**src/design/scc_pkg.sv**
```systemverilog
// ----------------------------------------------------------------------------
// scc_pkg: shared types and constants of the clause satisfaction counter
// Field widths of the stream payloads and the request kind encoding.
// ----------------------------------------------------------------------------
package scc_pkg;

  // Payload field widths
  localparam int unsigned LIT_W      = 8;
  localparam int unsigned IDX_W      = 9;
  localparam int unsigned ASSIGN_W   = 64;
  localparam int unsigned COUNT_W    = 10;
  localparam int unsigned S_TDATA_W  = 104;
  localparam int unsigned M_TDATA_W  = 16;

  // Request kind carried in tuser
  typedef enum logic [0:0] {
    REQ_LOAD = 1'b0,
    REQ_EVAL = 1'b1
  } req_e;

endpackage

```
**src/design/scc_clause_eval.sv**
```systemverilog
// ----------------------------------------------------------------------------
// scc_clause_eval: tests one stored clause against a variable assignment
// A clause is satisfied when any of its literals is true. A literal of zero
// or with a magnitude above NUM_VARS is never true.
// ----------------------------------------------------------------------------
module scc_clause_eval import scc_pkg::*; #(
  parameter int unsigned NUM_VARS        = 64,
  parameter int unsigned LITS_PER_CLAUSE = 3
) (
  input  logic [LITS_PER_CLAUSE*LIT_W-1:0] clause_i,
  input  logic [ASSIGN_W-1:0]              assignment_i,
  output logic                             sat_o
);

  logic [LITS_PER_CLAUSE-1:0] lit_true;

  // One literal test per slot
  for (genvar k = 0; k < LITS_PER_CLAUSE; k++) begin : g_lit
    logic [LIT_W-1:0] lit;
    logic [LIT_W-1:0] mag;
    logic             in_range;
    logic [5:0]       var_idx;
    logic             var_val;

    assign lit      = clause_i[k*LIT_W +: LIT_W];
    // two's complement magnitude; -128 comes out as 128 and is out of range
    assign mag      = lit[LIT_W-1] ? (~lit + LIT_W'(1)) : lit;
    assign in_range = (mag != '0) && (32'(mag) <= NUM_VARS);
    assign var_idx  = 6'(mag - LIT_W'(1));
    assign var_val  = assignment_i[var_idx];
    assign lit_true[k] = in_range && (var_val ^ lit[LIT_W-1]);
  end

  assign sat_o = |lit_true;

endmodule

```
**config.mk**
```make
export PLATFORM = sky130hd
export DESIGN_NAME = scc_clause_eval
export DESIGN_NICKNAME = d
export VERILOG_FILES = /design/src/design/scc_pkg.sv /design/src/design/scc_clause_eval.sv
export SDC_FILE = /design/constraint.sdc
export NUM_CORES = 1
export LEC_CHECK = 0
export CELL_PAD_IN_SITES_DETAIL_PLACEMENT = 0
export CELL_PAD_IN_SITES_GLOBAL_PLACEMENT = 1
export CORE_ASPECT_RATIO = 1.4
export CORE_MARGIN = 2
export CORE_UTILIZATION = 25
export DETAILED_ROUTE_END_ITERATION = 10
export DONT_BUFFER_PORTS = 1
export GPL_ROUTABILITY_DRIVEN = 0
export PLACE_DENSITY = 0.53
export SLEW_MARGIN = 20
export SYNTH_ARGS = -nofsm -noshare
export SYNTH_HDL_FRONTEND = slang
export SYNTH_SLANG_ARGS = --single-unit
```
**constraint.sdc**
```tcl
create_clock -name vclk -period 6.3
set_clock_uncertainty 0.1 [all_clocks]
set_input_delay 0.315 -clock vclk [all_inputs]
set_output_delay 0.315 -clock vclk [all_outputs]
set_load 0.02 [all_outputs]
```
==> out/results.tsv, run 1 <==
metric	value	unit
layout cells sized above 1	20.4	%
DRT antenna net count	0	
syn_nets	364	
total number of vias	2212	
final hold vios	0	
most common library cells after synthesis	41 x mux4_2, 34 x mux2i_1, 31 x nand2_1	
Antenna Cells	0	
Yosys top cell by area	mux4_2	
IO Count	89	
post-detail-place hpwl	6.96	mm
CP Max Fanout	20	
Worst setup EP type	primary output	
final setup fails	0	
Worst Tran Pin Value	1030	ps
Yosys top cell area share	34.0	%
Cell Rows	45	
largest cells by area after synthesis	mux4_2 34%, mux2i_1 13%, mux4_1 6.8%, xor2_1 5.2%, xnor2_1 4.5%	
status	finished clean	
post-cts sizing count	0	
routed wire length	8.21	mm
drt first pass iters	4	
most common cell in the netlist	mux4_2	
critical-path cell list	inv_1 -> ha_1 -> mux2i_1 -> ha_1 -> and3_1 -> a32oi_1 -> xnor2_2 -> mux2i_1 -> o221ai_1 -> a22oi_1 -> a21o_1 -> nand4_1	
Distinct cells, synth	49	
fin nets	346	
die area	0.0117	mm²
synthesis-to-layout area growth	3.13	%
post-CTS setup buffers	0	
initial antenna violation count	0	
vias in the first global route	2403	
Port Buffers	0	
WL/cell	21.0	µm
Layout Utilization	26.2	%
register area share after synthesis	0	%
Post-route DRC	0	
yosys warns	0	
post-route clock period utilization	56.3	%
1st-iter DRT viols	80	
# clk buffers	0	
leakage power total	0.000978	µW
Worst setup SP type	input port	
Setup crit start	clause_i[16]	
via/cell ratio	5.66	
fill count	1181	
RSZ-0062 raised after global routing	no	
Max Slew Vio Count	0	
PD cells	105	mW/mm²
maximum VDD drop	0.0363	mV
max cap viols	0	
crit path to	sat_o	
register area	0	µm²
Max stage delay on crit path	630	ps
DIE WIDTH	92.1	µm
Core ar.	0.0107	mm²
die height	127	µm
largest net degree at the start of global routing	22	
f_max	282	MHz
Mean Syn Cell Area	10.1	µm²
cells after synthesis	270	
CP required	5880	ps
normalized max-slew margin	31.0	%
crit path max-delay cell type	xnor2_2	
critical path type	in2out	
Seq Cell Count	0	
global-route wire length before repair	12.9	mm
final setup TNS	0	ps
Syn Std Cell Area	0.00271	mm²
HP Class	in2out	
total grt overflow	0	
cts hold-fix bufs	0	
Data arrival, critical path	3130	ps
fin crit period	3540	ps
Initial Util	25.4	%
Overall Global Routing Usage	13.7	%
-- through the flow --
stage	power [µW]	cells	setup slack, ps	hold WS [ps]	area, µm²
after floorplan	255	270	2490	902	2710
after global placement	296	391	2370	956	2790
after detailed placement	297	391	2750	963	2800
after CTS	298	391	2730	966	2800
after global routing	321	391	2450	988	2800
final	294	391	2760	960	2800
-- critical path: cells and delay by family --
| kind | cells | cell delay (ps) |
|---|---|---|
| compound gates | 4 | 770 |
| xor+xnor | 1 | 630 |
| fa+ha+maj | 2 | 520 |
| simple gates | 2 | 440 |
| mux | 2 | 410 |
| buf+inv | 1 | 40 |
-- cell type report --
class,instances,area (µm²),share of cell area [%]
inverters,8,30.0,1.07
multi-input cells,242,2590,92.6
well taps,141,176,6.30
-- placed cells by master, fill, tap and decap left out, types with 2 or more instances in the layout --
cell type and count:
and2_1 2, o31ai_1 2, nand4_1 2, o221ai_1 2
or3b_1 2, a32oi_1 2, nor2_1 11, inv_1 8
o211ai_1 5, o21ai_0 12, a21oi_1 3, a21o_1 2
xnor2_1 13, ha_1 6, xor2_4 2, nor2b_1 4
nand2b_1 6, o221a_2 2, mux4_1 7, xor2_1 16
mux4_2 41, nor3_1 4, nand3_1 8, or2_2 2
o41ai_1 2, nand2_1 31, mux2i_1 34
-- report_power, final --
part | internal (µW) | switching [µW]
clock network | 0 | 0
logic | 155 | 139
registers | 0 | 0
-- metal layers --
layer	up-vias	global-route usage [%]	part of all wire (%)
met4	0	0.966	0.61
met5	-	0	0
met2	58	28.2	57
met3	4	4.01	8.3
li1	1039	-	-
met1	1111	13.8	34
-- worst min path at each step --
stage,start,end,cells past startpoint
after floorplan,clause_i[6],sat_o,4
after global placement,clause_i[23],sat_o,3
after detailed placement,clause_i[23],sat_o,3
after CTS,clause_i[23],sat_o,3
after global routing,clause_i[23],sat_o,3
final,clause_i[23],sat_o,3
-- logic make-up after synthesis --
family | count (synthesis) | share of synthesized area, %
adder cells (fa/ha/maj) | 6 | 2.77
buffers and inverters | 28 | 4.75
multiplexers | 82 | 53.3
AO/OA/AOI/OAI | 41 | 11.3
AND/OR/NAND/NOR | 79 | 14.4
XOR/XNOR | 34 | 13.4
Power figures use the tool's default switching activity.
==> inputs of run 2 (changes only) <==
clock period = 3.55 ns   (was 6.3 ns; I/O delays follow)
==> run 2 against run 1 <==
Net effect: highest routed layer unchanged; wire length rose by 2.7%; global-route usage is 0.54 points higher; worst hold slack got worse by 290 ps; cell area is 1.1% higher; die area did not move; clock-buffer cell count unchanged; non-clock buffer count up 5; first-iteration DRC count decreased by 13%.
==> out/results.tsv, run 2 (synthesis gave the netlist of run 1 again) <==
metric	value	unit	change
critical-path cell list	inv_1 -> ha_1 -> mux2i_1 -> ha_1 -> buf_4 -> mux4_2 -> nand2_1 -> mux2i_1 -> o211ai_1 -> and4_1 -> nor2b_1 -> a311o_1 -> nand4_1 -> buf_4		
Max stage delay on crit path	520	ps	-110 ps
# clk buffers	0		unchanged
placed inst area	0.00283	mm²	+1.1%
post-cts sizing count	0		unchanged
Final Non-Filler Cells	396		+1.3%
via/cell ratio	5.68		+0.43%
Setup crit start	clause_i[8]		
fin nets	351		+1.4%
Total Power	532	µW	+81%
critical path type	in2out		
WL/cell	21.3	µm	+1.4%
status	finished clean		
Pint	286	µW	+85%
switch share	46.3	%	-1.1 points
Cell Rows	45		unchanged
cts hold-fix bufs	0		unchanged
PD cells	188	mW/mm²	+79%
worst setup margin	335	ps	-2420 ps
Port Buffers	0		unchanged
fill count	1172		-0.76%
die area	0.0117	mm²	unchanged
post-CTS setup buffers	0		unchanged
initial antenna violation count	0		unchanged
vias in the first global route	2402		-0.042%
Switch Pwr	246	µW	+77%
HP Class	in2out		
total grt overflow	0		unchanged
Worst setup SP type	input port		
maximum VDD drop	0.0566	mV	+56%
Worst Tran Pin Value	994	ps	-32.8 ps
1st-iter DRT viols	70		-13%
f_max	311	MHz	
Worst setup EP type	primary output		
synthesis-to-layout area growth	4.24	%	
IO Count	89		unchanged
combinational power share	100.0	%	about the same
RSZ-0062 raised after global routing	no		
CP Max Fanout	21		+5.0%
Initial Util	25.4	%	unchanged
fin crit period	3210	ps	
placed cells	396		+1.3%
total number of vias	2250		+1.7%
crit path max-delay cell type	ha_1		
Seq Cell Count	0		unchanged
Max Slew Vio Count	0		unchanged
most common cell after layout, fill and taps aside	mux4_2		
Data arrival, critical path	2940	ps	-190 ps
CP required	3270	ps	-2610 ps
global-route wire length before repair	13.2	mm	+3.0%
Post-route DRC	0		unchanged
hold_sp	clause_i[23]		
normalized max-slew margin	33.2	%	+2.2 points
layout cells sized above 1	21.6	%	+1.2 points
Place WS	367	ps	-2380 ps
leakage power total	0.000995	µW	+1.8%
final setup fails	0		unchanged
max cap viols	0		unchanged
drt first pass iters	7		+3
most frequent cells in the layout	41 x mux4_2, 34 x mux2i_1, 31 x nand2_1		
Core ar.	0.0107	mm²	unchanged
final setup TNS	0	ps	unchanged
Antenna Cells	0		unchanged
Post-Layout Inst Area	0.00283	mm²	+1.1%
post-detail-place hpwl	7.25	mm	+4.3%
die height	127	µm	unchanged
part of the power in the clock network	0	%	unchanged
DRT antenna net count	0		unchanged
routed wire length	8.43	mm	+2.7%
sequential share of power	0	%	unchanged
post-route clock period utilization	90.6	%	
DIE WIDTH	92.1	µm	unchanged
final hold vios	0		unchanged
largest net degree at the start of global routing	22		unchanged
register area	0	µm²	unchanged
Hold EP	sat_o		
Overall Global Routing Usage	14.2	%	+0.54 points
hold path cells	4		+1
[run 2: how the worst max path moves through the flow]
stage            end  slack (ps)  cells after the start
6_report       sat_o         340                     14
5_1_grt        sat_o         120                     11
4_1_cts        sat_o         360                     14
3_5_place_dp   sat_o         370                     14
3_3_place_gp   sat_o         360                     12
2_1_floorplan  sat_o          20                     16
[run 2: power groups by stage]
stage	Clock (µW)	Sequential [µW]	Combinational (µW)
final	0	0	532
after global routing	0	0	580
after CTS	0	0	536
after detailed placement	0	0	534
after global placement	0	0	532
after floorplan	0	0	453
[run 2: critical path: cells and delay by family]
family	cells	cell delay [ps]
simple gates	4	490
buf+inv	3	450
fa+ha+maj	2	820
compound gates	2	510
mux	3	480
[run 2: stage by stage]
step	utilization, %	hold WS (ps)
floorplan	-	627
global placement	26.4	708
detailed placement	26.4	676
CTS	26.4	680
global route	26.4	708
finish	26.4	673
[run 2: layout make-up]
cell class	count	area (µm²)	area share (%)
Timing Repair Buffer	5	37.5	1.33
Multi-Input combinational cell	242	2580	91.4
Inverter	8	30.0	1.06
Tap cell	141	176	6.24
[run 2: per-layer routing]
metal	GRT usage [%]	part of all wire (%)
met5	0	0
met4	0.439	0.28
met3	3.54	8.4
met2	29.5	58
met1	14.8	33
